<file path="src/rtl/haptic_layer_mixer_unit_defines.svh">
`ifndef HAPTIC_LAYER_MIXER_UNIT_DEFINES_SVH
`define HAPTIC_LAYER_MIXER_UNIT_DEFINES_SVH

// implication check on clk, off while arst_n is low
`define HLM_ASSERT_IMPLY(label, ante, cons) \
	label: assert property (@(posedge clk) disable iff (!arst_n) (ante) |-> (cons)) \
		else $error("haptic layer mixer check failed");

// invariant check on clk
`define HLM_ASSERT_ALWAYS(label, cond) \
	`HLM_ASSERT_IMPLY(label, 1'b1, cond)

`endif

</file>
<file path="src/rtl/hlm_pkg.sv">
package hlm_pkg;

	typedef enum logic [2:0] {
		ST_IDLE,
		ST_DECODE,
		ST_MUL1,
		ST_MUL2,
		ST_WRITE,
		ST_SUM,
		ST_FIN
	} state_t;

	localparam logic [1:0] MODE_PLAY = 2'd0;
	localparam logic [1:0] MODE_TICK = 2'd1;
	localparam logic [1:0] MODE_STOP = 2'd2;

	localparam logic [1:0] SIDE_LEFT  = 2'd1;
	localparam logic [1:0] SIDE_RIGHT = 2'd2;

	// floor(x / 65025) as (x * 1032) >> 26, then one correction step
	localparam logic [15:0] DIV_K    = 16'd65025;
	localparam logic [10:0] RECIP_K  = 11'd1032;
	localparam int          RECIP_SH = 26;

	typedef struct packed {
		logic latch;
		logic res_clr;
		logic set_valid;
		logic tick_upd;
		logic stop;
		logic sum_step;
		logic play_wr;
		logic load_out;
	} cmd_t;

	typedef struct packed {
		logic [1:0] mode;
		logic       reject;
		logic       empty;
		logic       sum_last;
		logic       out_busy;
	} sts_t;

endpackage

</file>
<file path="src/rtl/hlm_ctrl.sv">
module hlm_ctrl (
	input  logic          clk,
	input  logic          arst_n,
	input  logic          in_valid,
	output logic          in_ready,
	input  hlm_pkg::sts_t sts,
	output hlm_pkg::cmd_t cmd
);

	hlm_pkg::state_t state_q;
	hlm_pkg::state_t state_d;

	always_ff @(posedge clk or negedge arst_n) begin
		if (!arst_n) begin
			state_q <= hlm_pkg::ST_IDLE;
		end else begin
			state_q <= state_d;
		end
	end

	always_comb begin
		state_d  = state_q;
		cmd      = '0;
		in_ready = 1'b0;
		case (state_q)
			hlm_pkg::ST_IDLE: begin
				in_ready = 1'b1;
				if (in_valid) begin
					cmd.latch = 1'b1;
					state_d   = hlm_pkg::ST_DECODE;
				end
			end
			hlm_pkg::ST_DECODE: begin
				cmd.res_clr = 1'b1;
				case (sts.mode)
					hlm_pkg::MODE_PLAY: begin
						state_d = sts.reject ? hlm_pkg::ST_FIN : hlm_pkg::ST_MUL1;
					end
					hlm_pkg::MODE_TICK: begin
						if (sts.empty) begin
							state_d = hlm_pkg::ST_FIN;
						end else begin
							cmd.set_valid = 1'b1;
							cmd.tick_upd  = 1'b1;
							state_d       = hlm_pkg::ST_SUM;
						end
					end
					hlm_pkg::MODE_STOP: begin
						cmd.set_valid = 1'b1;
						cmd.stop      = 1'b1;
						state_d       = hlm_pkg::ST_FIN;
					end
					default: begin
						state_d = hlm_pkg::ST_FIN;
					end
				endcase
			end
			hlm_pkg::ST_MUL1: begin
				state_d = hlm_pkg::ST_MUL2;
			end
			hlm_pkg::ST_MUL2: begin
				state_d = hlm_pkg::ST_WRITE;
			end
			hlm_pkg::ST_WRITE: begin
				cmd.play_wr = 1'b1;
				state_d     = hlm_pkg::ST_FIN;
			end
			hlm_pkg::ST_SUM: begin
				cmd.sum_step = 1'b1;
				if (sts.sum_last) begin
					state_d = hlm_pkg::ST_FIN;
				end
			end
			hlm_pkg::ST_FIN: begin
				if (!sts.out_busy) begin
					cmd.load_out = 1'b1;
					state_d      = hlm_pkg::ST_IDLE;
				end
			end
			default: begin
				state_d = hlm_pkg::ST_IDLE;
			end
		endcase
	end

endmodule

</file>
<file path="src/rtl/hlm_datapath.sv">
`include "haptic_layer_mixer_unit_defines.svh"

module hlm_datapath #(
	parameter int MAX_LAYERS = 8
) (
	input  logic          clk,
	input  logic          arst_n,
	input  logic          cfg_we,
	input  logic [7:0]    cfg_wdata,
	input  logic [63:0]   in_data,
	input  logic [1:0]    in_user,
	input  hlm_pkg::cmd_t cmd,
	output hlm_pkg::sts_t sts,
	output logic          out_valid,
	input  logic          out_ready,
	output logic [39:0]   out_data,
	output logic          out_user
);

	localparam int IW = (MAX_LAYERS > 1) ? $clog2(MAX_LAYERS) : 1;
	localparam int CW = $clog2(MAX_LAYERS + 1);

	logic [1:0]  mode_q;
	logic [1:0]  target_q;
	logic [15:0] dur_q;
	logic [7:0]  la_q;
	logic [7:0]  sa_q;
	logic [7:0]  inten_q;
	logic [15:0] tick_q;
	logic [7:0]  gs_q;

	logic [MAX_LAYERS-1:0] live_q;
	logic [1:0]            side_q   [MAX_LAYERS];
	logic [15:0]           rem_q    [MAX_LAYERS];
	logic [7:0]            large_q  [MAX_LAYERS];
	logic [7:0]            small_q  [MAX_LAYERS];
	logic [CW-1:0]         cnt_q;
	logic [CW+3:0]         cnt_ext;
	logic [IW-1:0]         idx_q;
	logic [IW-1:0]         free_c;
	logic [IW-1:0]         free_q;

	logic [15:0] g_s1;
	logic [23:0] xl_s2;
	logic [23:0] xs_s2;
	logic [34:0] pl;
	logic [34:0] ps;
	logic [7:0]  ql_s3;
	logic [7:0]  qs_s3;

	logic [7:0] ll_q;
	logic [7:0] ls_q;
	logic [7:0] rl_q;
	logic [7:0] rs_q;
	logic       valid_q;
	logic       acc_q;
	logic       sum_hit;

	logic        out_valid_q;
	logic [39:0] od_q;
	logic        ou_q;

	function automatic logic [7:0] div_fix(input logic [23:0] x, input logic [7:0] q0);
		logic [23:0] r;
		r = x - 24'(q0) * 24'(hlm_pkg::DIV_K);
		return (r >= 24'(hlm_pkg::DIV_K)) ? q0 + 8'd1 : q0;
	endfunction

	function automatic logic [7:0] sat_add(input logic [7:0] a, input logic [7:0] b);
		logic [8:0] s;
		s = {1'b0, a} + {1'b0, b};
		return s[8] ? 8'hFF : s[7:0];
	endfunction

	always_ff @(posedge clk) begin
		if (cmd.latch) begin
			mode_q   <= in_user;
			target_q <= in_data[1:0];
			dur_q    <= in_data[17:2];
			la_q     <= in_data[25:18];
			sa_q     <= in_data[33:26];
			inten_q  <= in_data[41:34];
			tick_q   <= in_data[57:42];
		end
	end

	// scaling pipeline runs freely; the controller waits for it
	assign pl = 35'(xl_s2) * 35'(hlm_pkg::RECIP_K);
	assign ps = 35'(xs_s2) * 35'(hlm_pkg::RECIP_K);

	always_ff @(posedge clk) begin
		g_s1  <= 16'(gs_q) * 16'(inten_q);
		xl_s2 <= 24'(la_q) * 24'(g_s1);
		xs_s2 <= 24'(sa_q) * 24'(g_s1);
		ql_s3 <= pl[hlm_pkg::RECIP_SH +: 8];
		qs_s3 <= ps[hlm_pkg::RECIP_SH +: 8];
	end

	always_comb begin
		free_c = '0;
		for (int k = MAX_LAYERS - 1; k >= 0; k--) begin
			if (!live_q[k]) begin
				free_c = IW'(k);
			end
		end
	end

	always_ff @(posedge clk) begin
		free_q <= free_c;
	end

	assign sum_hit = cmd.sum_step && live_q[idx_q];

	always_ff @(posedge clk or negedge arst_n) begin
		if (!arst_n) begin
			gs_q   <= 8'hFF;
			live_q <= '0;
			cnt_q  <= '0;
			idx_q  <= '0;
		end else begin
			if (cfg_we) begin
				gs_q <= cfg_wdata;
				if (cfg_wdata == 8'd0) begin
					live_q <= '0;
					cnt_q  <= '0;
				end
			end
			if (cmd.stop) begin
				live_q <= '0;
				cnt_q  <= '0;
			end
			if (cmd.play_wr) begin
				live_q[free_q] <= 1'b1;
				cnt_q          <= cnt_q + CW'(1);
			end
			if (cmd.tick_upd) begin
				for (int k = 0; k < MAX_LAYERS; k++) begin
					if (live_q[k] && (rem_q[k] <= tick_q)) begin
						live_q[k] <= 1'b0;
					end
				end
				cnt_q <= '0;
				idx_q <= '0;
			end
			if (cmd.sum_step) begin
				idx_q <= idx_q + IW'(1);
			end
			if (sum_hit) begin
				cnt_q <= cnt_q + CW'(1);
			end
		end
	end

	always_ff @(posedge clk) begin
		if (cmd.play_wr) begin
			side_q[free_q]  <= target_q;
			rem_q[free_q]   <= dur_q;
			large_q[free_q] <= div_fix(xl_s2, ql_s3);
			small_q[free_q] <= div_fix(xs_s2, qs_s3);
		end
		if (cmd.tick_upd) begin
			for (int k = 0; k < MAX_LAYERS; k++) begin
				if (live_q[k] && (rem_q[k] > tick_q)) begin
					rem_q[k] <= rem_q[k] - tick_q;
				end
			end
		end
	end

	always_ff @(posedge clk) begin
		if (cmd.res_clr) begin
			ll_q    <= 8'd0;
			ls_q    <= 8'd0;
			rl_q    <= 8'd0;
			rs_q    <= 8'd0;
			acc_q   <= 1'b0;
			valid_q <= cmd.set_valid;
		end
		if (cmd.play_wr) begin
			acc_q <= 1'b1;
		end
		if (sum_hit) begin
			if (side_q[idx_q] != hlm_pkg::SIDE_RIGHT) begin
				ll_q <= sat_add(ll_q, large_q[idx_q]);
				ls_q <= sat_add(ls_q, small_q[idx_q]);
			end
			if (side_q[idx_q] != hlm_pkg::SIDE_LEFT) begin
				rl_q <= sat_add(rl_q, large_q[idx_q]);
				rs_q <= sat_add(rs_q, small_q[idx_q]);
			end
		end
	end

	assign cnt_ext = {4'd0, cnt_q};

	always_ff @(posedge clk or negedge arst_n) begin
		if (!arst_n) begin
			out_valid_q <= 1'b0;
		end else if (cmd.load_out) begin
			out_valid_q <= 1'b1;
		end else if (out_ready) begin
			out_valid_q <= 1'b0;
		end
	end

	always_ff @(posedge clk) begin
		if (cmd.load_out) begin
			od_q <= {2'd0, (cnt_q != '0), cnt_ext[3:0], acc_q, rs_q, rl_q, ls_q, ll_q};
			ou_q <= valid_q;
		end
	end

	assign sts.mode     = mode_q;
	assign sts.reject   = (cnt_q == CW'(MAX_LAYERS)) || (gs_q == 8'd0);
	assign sts.empty    = (cnt_q == '0);
	assign sts.sum_last = (idx_q == IW'(MAX_LAYERS - 1));
	assign sts.out_busy = out_valid_q && !out_ready;

	assign out_valid = out_valid_q;
	assign out_data  = od_q;
	assign out_user  = ou_q;

	`HLM_ASSERT_ALWAYS(a_cnt_bound, cnt_q <= CW'(MAX_LAYERS))
	`HLM_ASSERT_IMPLY(a_wr_free_slot, cmd.play_wr, !live_q[free_q])
	`HLM_ASSERT_IMPLY(a_load_when_free, cmd.load_out, !out_valid_q || out_ready)
	`HLM_ASSERT_IMPLY(a_quiet_levels, out_valid_q && !ou_q, od_q[31:0] == 32'd0)

endmodule

</file>
<file path="src/rtl/haptic_layer_mixer_unit.sv">
// A play beat is decoded, scaled through the g_s1, xl_s2 and ql_s3 registers and written
// to a free slot; a tick on a live table sums one slot per cycle; stop, a rejected play
// or an empty tick go straight to the result beat. No new beat is taken until the result
// beat is loaded, and a stalled result beat holds the block.
// Reset: arst_n clears all layers, sets global scale to 255 and empties the output register.
module haptic_layer_mixer_unit #(
	parameter int MAX_LAYERS = 8
) (
	input  logic        clk,
	input  logic        arst_n,
	input  logic        cfg_we,
	input  logic [7:0]  cfg_wdata,    // global_scale
	input  logic        s_tvalid,
	output logic        s_tready,
	// target[1:0], duration_ms[17:2], large_amplitude[25:18], small_amplitude[33:26],
	// intensity[41:34], tick_ms[57:42], zero[63:58]
	input  logic [63:0] s_tdata,
	input  logic [1:0]  s_tuser,      // mode[1:0]
	output logic        m_tvalid,
	input  logic        m_tready,
	// left_large[7:0], left_small[15:8], right_large[23:16], right_small[31:24],
	// accepted[32], active_count[36:33], rumbling[37], zero[39:38]
	output logic [39:0] m_tdata,
	output logic        m_tuser       // motors_valid
);

	hlm_pkg::cmd_t cmd;
	hlm_pkg::sts_t sts;

	hlm_ctrl u_ctrl (
		.clk      (clk),
		.arst_n   (arst_n),
		.in_valid (s_tvalid),
		.in_ready (s_tready),
		.sts      (sts),
		.cmd      (cmd)
	);

	hlm_datapath #(
		.MAX_LAYERS (MAX_LAYERS)
	) u_datapath (
		.clk       (clk),
		.arst_n    (arst_n),
		.cfg_we    (cfg_we),
		.cfg_wdata (cfg_wdata),
		.in_data   (s_tdata),
		.in_user   (s_tuser),
		.cmd       (cmd),
		.sts       (sts),
		.out_valid (m_tvalid),
		.out_ready (m_tready),
		.out_data  (m_tdata),
		.out_user  (m_tuser)
	);

endmodule
</file>
<file path="config.mk">
export PLATFORM = sky130hd
export DESIGN_NAME = haptic_layer_mixer_unit
export DESIGN_NICKNAME = d
export VERILOG_FILES = /design/src/rtl/hlm_pkg.sv /design/src/rtl/hlm_ctrl.sv /design/src/rtl/hlm_datapath.sv /design/src/rtl/haptic_layer_mixer_unit.sv
export VERILOG_INCLUDE_DIRS = /design/src /design/src/rtl
export SDC_FILE = /design/constraint.sdc
export NUM_CORES = 2
export LEC_CHECK = 0
export BUFFER_PORTS_ARGS = -buffer_cell sky130_fd_sc_hd__buf_2
export CORE_MARGIN = 4
export CORE_UTILIZATION = 60
export CTS_BUF_LIST = sky130_fd_sc_hd__clkbuf_8
export DETAILED_ROUTE_END_ITERATION = 8
export PLACE_DENSITY = 0.77
export SLEW_MARGIN = 25
export SYNTH_ARGS = -nofsm -noshare
export SYNTH_HDL_FRONTEND = slang
export SYNTH_HIERARCHICAL = 1
export SYNTH_SLANG_ARGS = --single-unit
</file>
<file path="constraint.sdc">
create_clock -name clk -period 13.2 [get_ports clk]
set_clock_uncertainty 0.1 [all_clocks]
set_input_delay 0.66 -clock clk [delete_from_list [all_inputs] [get_ports clk]]
set_output_delay 0.66 -clock clk [all_outputs]
set_load 0.02 [all_outputs]
</file>
# After elaboration in Yosys (flattened, before gate mapping)
# Memory sizes are Yosys's and may differ from the RTL's.
# Cells that the tools add are included.
[classes] reduce_logical=36 bitwise=1 n_lt_le_gt_ge=21 mux=100 addsub=18 eq_ne=15 n_mul=7
[op_table] operator="two-way mux 8 bit" n=23
[op_table] operator="greater-than comparator 16 bit" n=8
[op_table] operator="<= comparator 16 bit" n=8
[op_table] operator="subtractor 16 bit" n=8
[op_table] operator="multiplier 24 x 8 -> 31 bit (second input constant)" n=2
[op_table] operator="two-way mux 1 bit" n=49
[op_table] operator="greater-or-equal comparator 24 x 16 -> 1 bit (second input constant)" n=2
[op_table] operator="multiplier 8 x 16 -> 24 bit" n=2
[op_table] operator="multiplier 8 x 16 -> 24 bit (second input constant)" n=2
[op_table] operator="subtractor 24 bit" n=2
[op_table] operator="adder 8 x 8 -> 9 bit" n=4
[op_table] operator="two-way mux 3 bit" n=11
[op_table] operator="two-way mux 4 bit" n=7
[op_table] operator="one-hot mux 3 bit (7 select lines)" n=1
[op_table] operator="logical AND 1 bit" n=19
[op_table] operator="adder 8 x 1 -> 8 bit (second input constant)" n=2
[op_table] operator="logical NOT 8 bit" n=2
[op_table] operator="multiplier 8 x 8 -> 16 bit" n=1
[op_table] operator="two-way mux 16 bit" n=1
[op_table] operator="OR reduction 16 bit" n=1
[op_table] operator="equality test 3 bit (second input constant)" n=4
[op_table] operator="nonzero test 5 bit" n=2
[op_table] operator="less-than comparator 3 x 4 -> 1 bit (second input constant)" n=2
[op_table] operator="two-way mux 2 bit" n=4
[op_table] operator="other kinds (25)" n=31
[word_totals] regBits=243 n_memories=4 output_inout_bits=43 elab_cells=231 ram_bits=272 input_bits=79
[mem_list] memory="u_datapath.rem_q" depth=8 width=16 rd=8 rd_clocked_by_memory_dff=0 write_ports=8 line="hlm_datapath.sv:34" text="logic [15:0] rem_q [MAX_LAYERS];"
[mem_list] memory="u_datapath.large_q" depth=8 width=8 rd=1 rd_clocked_by_memory_dff=0 write_ports=1 line="hlm_datapath.sv:35" text="logic [7:0] large_q [MAX_LAYERS];"
[mem_list] memory="u_datapath.small_q" depth=8 width=8 rd=1 rd_clocked_by_memory_dff=0 write_ports=1 line="hlm_datapath.sv:36" text="logic [7:0] small_q [MAX_LAYERS];"
[mem_list] memory="u_datapath.side_q" depth=8 width=2 rd=1 rd_clocked_by_memory_dff=0 write_ports=1 line="hlm_datapath.sv:33" text="logic [1:0] side_q [MAX_LAYERS];"

# Depth between registers and ports, before layout
[depth] depth_word=9 ltp_mapped=22 ltp_nobuf=21

# Modules after synthesis
# The synthesis kept the hierarchy.
[by_module_without_submodules] mod="hlm_datapath" cells_each=3969 seq_area_each_um2=14103.5 area_per_inst_um2=42167.9 n_inst=1
[by_module_without_submodules] mod="hlm_ctrl" cells_each=39 seq_area_each_um2=75.1 area_per_inst_um2=311.5 n_inst=1

# Worst setup path after synthesis
# No wires, ideal clock.
[synth_timing] path_kind="register to register" from="register u_datapath.qs_s3[0]" to="memory u_datapath.small_q[0][1] (data pin)" arrival_ns=5.444 t_required_ns=12.815 path_slack_ns=7.371 n_path_buf=1 setup_ns=0.285 synth_period_minus_slack_ns=5.829 path_stages_with_launch=19 cell_sequence="dfxtp_1 > inv_1 > fa_1 > inv_1 > fa_1 > ha_1 > fa_1 > inv_1 > ha_1 > clkbuf_1 > and2_1 > a311o_1 > nor3_1 > a21oi_1 > o41a_1 > a21oi_1 > mux2_2 > nor4_4 > mux2_1"
[synth_between] elab_chain_cells=4 word_cells_on_any_way=5 classes_between="add/sub: 2; mul: 1; order compare: 1; mux: 1"
[synth_lines] item="start, declared" line="hlm_datapath.sv:49" text="logic [7:0] qs_s3;"
[synth_lines] item="start signal, assigned" line="hlm_datapath.sv:96" text="qs_s3 <= ps[hlm_pkg::RECIP_SH +: 8];"
[synth_lines] item="multiplier 8 x 16 -> 24 bit" line="hlm_datapath.sv:65" text="r = x - 24'(q0) * 24'(hlm_pkg::DIV_K);"
[synth_lines] item="subtractor 24 bit" line="hlm_datapath.sv:65"
[synth_lines] item="greater-or-equal comparator 24 x 16 -> 1 bit" line="hlm_datapath.sv:66" text="return (r >= 24'(hlm_pkg::DIV_K)) ? q0 + 8'd1 : q0;"
[synth_lines] item="two-way mux 8 bit (*)" line="hlm_datapath.sv:66"
[synth_lines] item="end, declared" line="hlm_datapath.sv:36"
# Mark *: on every way between the ends. The rest lies on a longest branch, timed or not.

# Worst setup path after layout
[layout_timing] from="register u_datapath.ql_s3[6]" to="memory u_datapath.large_q[0][3] (data pin)"
[layout_between] elab_chain_cells=4
[layout_lines] item="start, declared" line="hlm_datapath.sv:48" text="logic [7:0] ql_s3;"
[layout_lines] item="start signal, assigned" line="hlm_datapath.sv:95" text="ql_s3 <= pl[hlm_pkg::RECIP_SH +: 8];"
[layout_lines] item="multiplier 8 x 16 -> 24 bit" line="hlm_datapath.sv:65"
[layout_lines] item="subtractor 24 bit" line="hlm_datapath.sv:65"
[layout_lines] item="greater-or-equal comparator 24 x 16 -> 1 bit" line="hlm_datapath.sv:66"
[layout_lines] item="two-way mux 8 bit" line="hlm_datapath.sv:66"
[layout_lines] item="end, declared" line="hlm_datapath.sv:35"
# Every way passes these cells.

==> summary.txt <==
Die
  • Die area: 0.0751 mm^2
  • Die Y: 274 um
  • I/O pins: 122
  • Die X: 274 um
  • Core area: 0.0701 mm^2
  • Row count: 97
  • Initial core utilization: 60.6%

Route
  • DRT antenna net count: 0
  • Routed WL per cell: 18.3 um
  • DR iter-0 viols: 2572
  • Vias/cell: 5.81
  • Vias: 30200
  • Wire length after detailed routing: 95300 um
  • Pre-antenna DRT Iters: 6
  • DRC violations left: 0

Layout
  • Share of post-route cells with drive strength above 1: 10.7%
  • Fin nets: 5068
  • Most common cell after layout, fill and taps aside: inv_1
  • Fillers: 5517
  • Area grow syn2layout: 8.83%
  • Multi-input gate area: 0.0260 mm^2
  • Sequential Area: 0.0142 mm^2
  • Most frequent cells in the layout: 554 x inv_1, 527 x ha_1, 372 x edfxtp_1, 309 x nand2_1, 276 x fa_1

Clock network
  • Worst-path clk slew: 0.06 ns
  • Total CTS buffers: 88
  • Number of cells upsized or downsized after cts: 0
  • Worst-case clock buffer depth: 3
  • CTS Root Cell: clkbuf_8
  • Total clock sinks: 515
  • TritonCTS clock tree: built
  • Post-CTS setup repair buffer count: 0
  • Worst-Skew Late Latency: 0.69 ns
  • # H-tree levels: 3

Flow run
  • Max-cap violations: 0

Setup path
  • Crit end category: flip-flop
  • CP Max Fanout: 8
  • Worst Path Required: 13.49 ns
  • Setup CP Type: reg2reg
  • Critical path destination: u_datapath/large_q[0][3]$_DFFE_PP_
  • Reg-to-Reg Start: u_datapath/ql_s3[6]$_DFF_P_
  • CP Launch Type: flip-flop
  • Worst path slowest cell: fa_1
  • R2r setup slk: 6.52 ns
  • Setup crit start: u_datapath/ql_s3[6]$_DFF_P_
  • Critical Path AT: 6.98 ns
  • Crit path cell chain: inv_1 -> fa_1 -> ha_1 -> xnor2_1 -> fa_1 -> inv_1 -> fa_1 -> inv_1 -> ha_1 -> a21oi_1 -> o21ai_1 -> a21oi_1 -> o22ai_1 -> or4_1 -> a21oi_1 -> nand4_1 -> nor4_4 -> nor2_1 -> xnor2_1
  • Crit-path max cell delay: 0.58 ns
  • Worst Reg-to-Reg Cells: 19
  • R2r endpoint: u_datapath/large_q[0][3]$_DFFE_PP_

Global route
  • Total Routing Usage GR: 25.4%
  • First-pass GRT wire length: 154000 um
  • Initial antenna violation count: 2
  • Largest net degree at the start of global routing: 61
  • Grt total ovfl: 0
  • Vias in the first global route: 29700

Synth
  • #FFs+latches synth: 515
  • Asr flop ratio synth: 5.24%
  • Register area share after synthesis: 33.4%
  • Cell Area, Synth: 0.0425 mm^2
  • Post-synth EDFFs: 372
  • YS warnings: 6
  • Cells after synthesis: 4008
  • Synthesized area per cell: 10.6 um^2
  • Yosys cell types: 92
  • Top FF cell, synth: edfxtp_1

Timing
  • RSZ-0062 raised after global routing: no
  • Final Cycle Share: 50.6%
  • Setup slack after layout: 6.52 ns
  • Setup TNS: 0 ns
  • Final Setup Violations: 0
  • Post-layout minimum cycle time: 6.68 ns
  • Actual slew at the worst max-slew pin: 1.08 ns
  • Final Hold Viols: 0
  • Max-slew violations: 0
  • Fmax achieved: 150 MHz
  • Max_slew headroom: 27.1%

Placed design
  • Routability Congestion: 0.902
  • Detail Placement HPWL: 70400 um
  • IO buf count: 113
  • Pre-CTS setup slack: 6.58 ns

Outcome
  • Status: finished, final reports clean

Min path
  • Hold Path Class: in2reg
==> what timing repair did <==
item | CTS | global route
setup endpoints to repair | 0 | 0
hold buffers | 36 | 0
endpoints found under the hold margin | 54 | 0
==> cells by family (layout without fill, tap and decap cells) <==
logic type               count (synthesis)  after routing  synth area share (%)
AO/OA/AOI/OAI                          693            693                  10.3
XOR/XNOR                               215            215                  4.43
adder cells (fa/ha/maj)                803            803                  28.5
buffers and inverters                  614            864                  5.48
flip-flops                             515            515                  33.4
multiplexers                           204            204                  6.34
other                                    1              5               0.00883
AND/OR/NAND/NOR                        963            963                  11.5
==> synthesized netlist by cell type (62+ instances only) <==
cell,n,area [um^2]
dfxtp_1,116,2320
nor2_1,151,567
o21ai_0,108,541
inv_1,524,1970
mux2_2,110,1240
edfxtp_1,372,11200
and2_1,163,1020
a21o_1,80,601
a21oi_1,210,1050
ha_1,527,6590
xnor2_1,168,1470
nor3_1,62,310
nand2_1,309,1160
fa_1,276,5530
clkbuf_1,78,293
==> layout make-up <==
cell class / instances / area share [%]
Sequential cell: 515 / 30.7
Multi-Input combinational cell: 2880 / 56.3
Clock buffer: 98 / 2.92
Tap cell: 940 / 2.54
Timing Repair Buffer: 176 / 2.47
Antenna cell: 3 / 0.0162
Clock inverter: 65 / 0.817
Inverter: 525 / 4.26
==> layer usage <==
layer / global-route usage [%] / vias to the layer above / part of all wire (%)
met1: 36.2 / 14700 / 44
met4: 6.11 / 0 / 2.0
met5: 0 / - / 0
met2: 40.5 / 975 / 46
met3: 5.04 / 155 / 7.8
li1: - / 14400 / -
==> worst max-delay path, delay by kind of cell, from the launching register on <==
| kind | cells | cell delay (ns) |
|---|---|---|
| buffers and inverters | 3 | 0.29 |
| AOI/OAI and AO/OA | 5 | 0.88 |
| xor gates and xnor gates | 2 | 0.76 |
| DFF | 1 | 0.51 |
| and+or+nand+nor | 4 | 1.39 |
| adders and majority gates | 5 | 2.46 |
==> per-stage QoR <==
step           instance area, um^2  hold WS (ns)  utilization [%]  std cells
2_1_floorplan                42500         0.264                -       4009
5_1_grt                      46200      -0.00309             65.9       5202
3_3_place_gp                 44100         0.319             62.8       4996
3_5_place_dp                 44100         0.316             62.9       4997
6_report                     46200        0.0430             65.9       5202
4_1_cts                      46200      0.000184             65.8       5196
==> how the worst min path moves through the flow <==
stage	startpoint	to	slack, ns	depth (start not counted)
CTS	s_tdata[5]	u_datapath/dur_q[3]$_DFFE_PP_	0.0002	1
floorplan	arst_n	u_ctrl/state_q[0]$_DFFE_PN0P_	0.26	0
global route	s_tdata[51]	u_datapath/tick_q[9]$_DFFE_PP_	-0.003	1
global placement	u_datapath/valid_q$_DFFE_PP_	u_datapath/out_user$_DFFE_PP_	0.32	0
finish	s_tdata[15]	u_datapath/dur_q[13]$_DFFE_PP_	0.04	1
detailed placement	u_datapath/valid_q$_DFFE_PP_	u_datapath/out_user$_DFFE_PP_	0.32	0
==> state kept, by name, summed over array words and instances, names as in the netlist, 24 cells and up <==
register,flops
u_datapath/large_q,64
u_datapath/out_data,38
u_datapath/rem_q,128
u_datapath/small_q,64
u_datapath/xl_s2,24
u_datapath/xs_s2,24
Power is left out: the tool's default activity adds up to more than one toggle a clock period on the data nets, which glitch-free logic cannot reach.
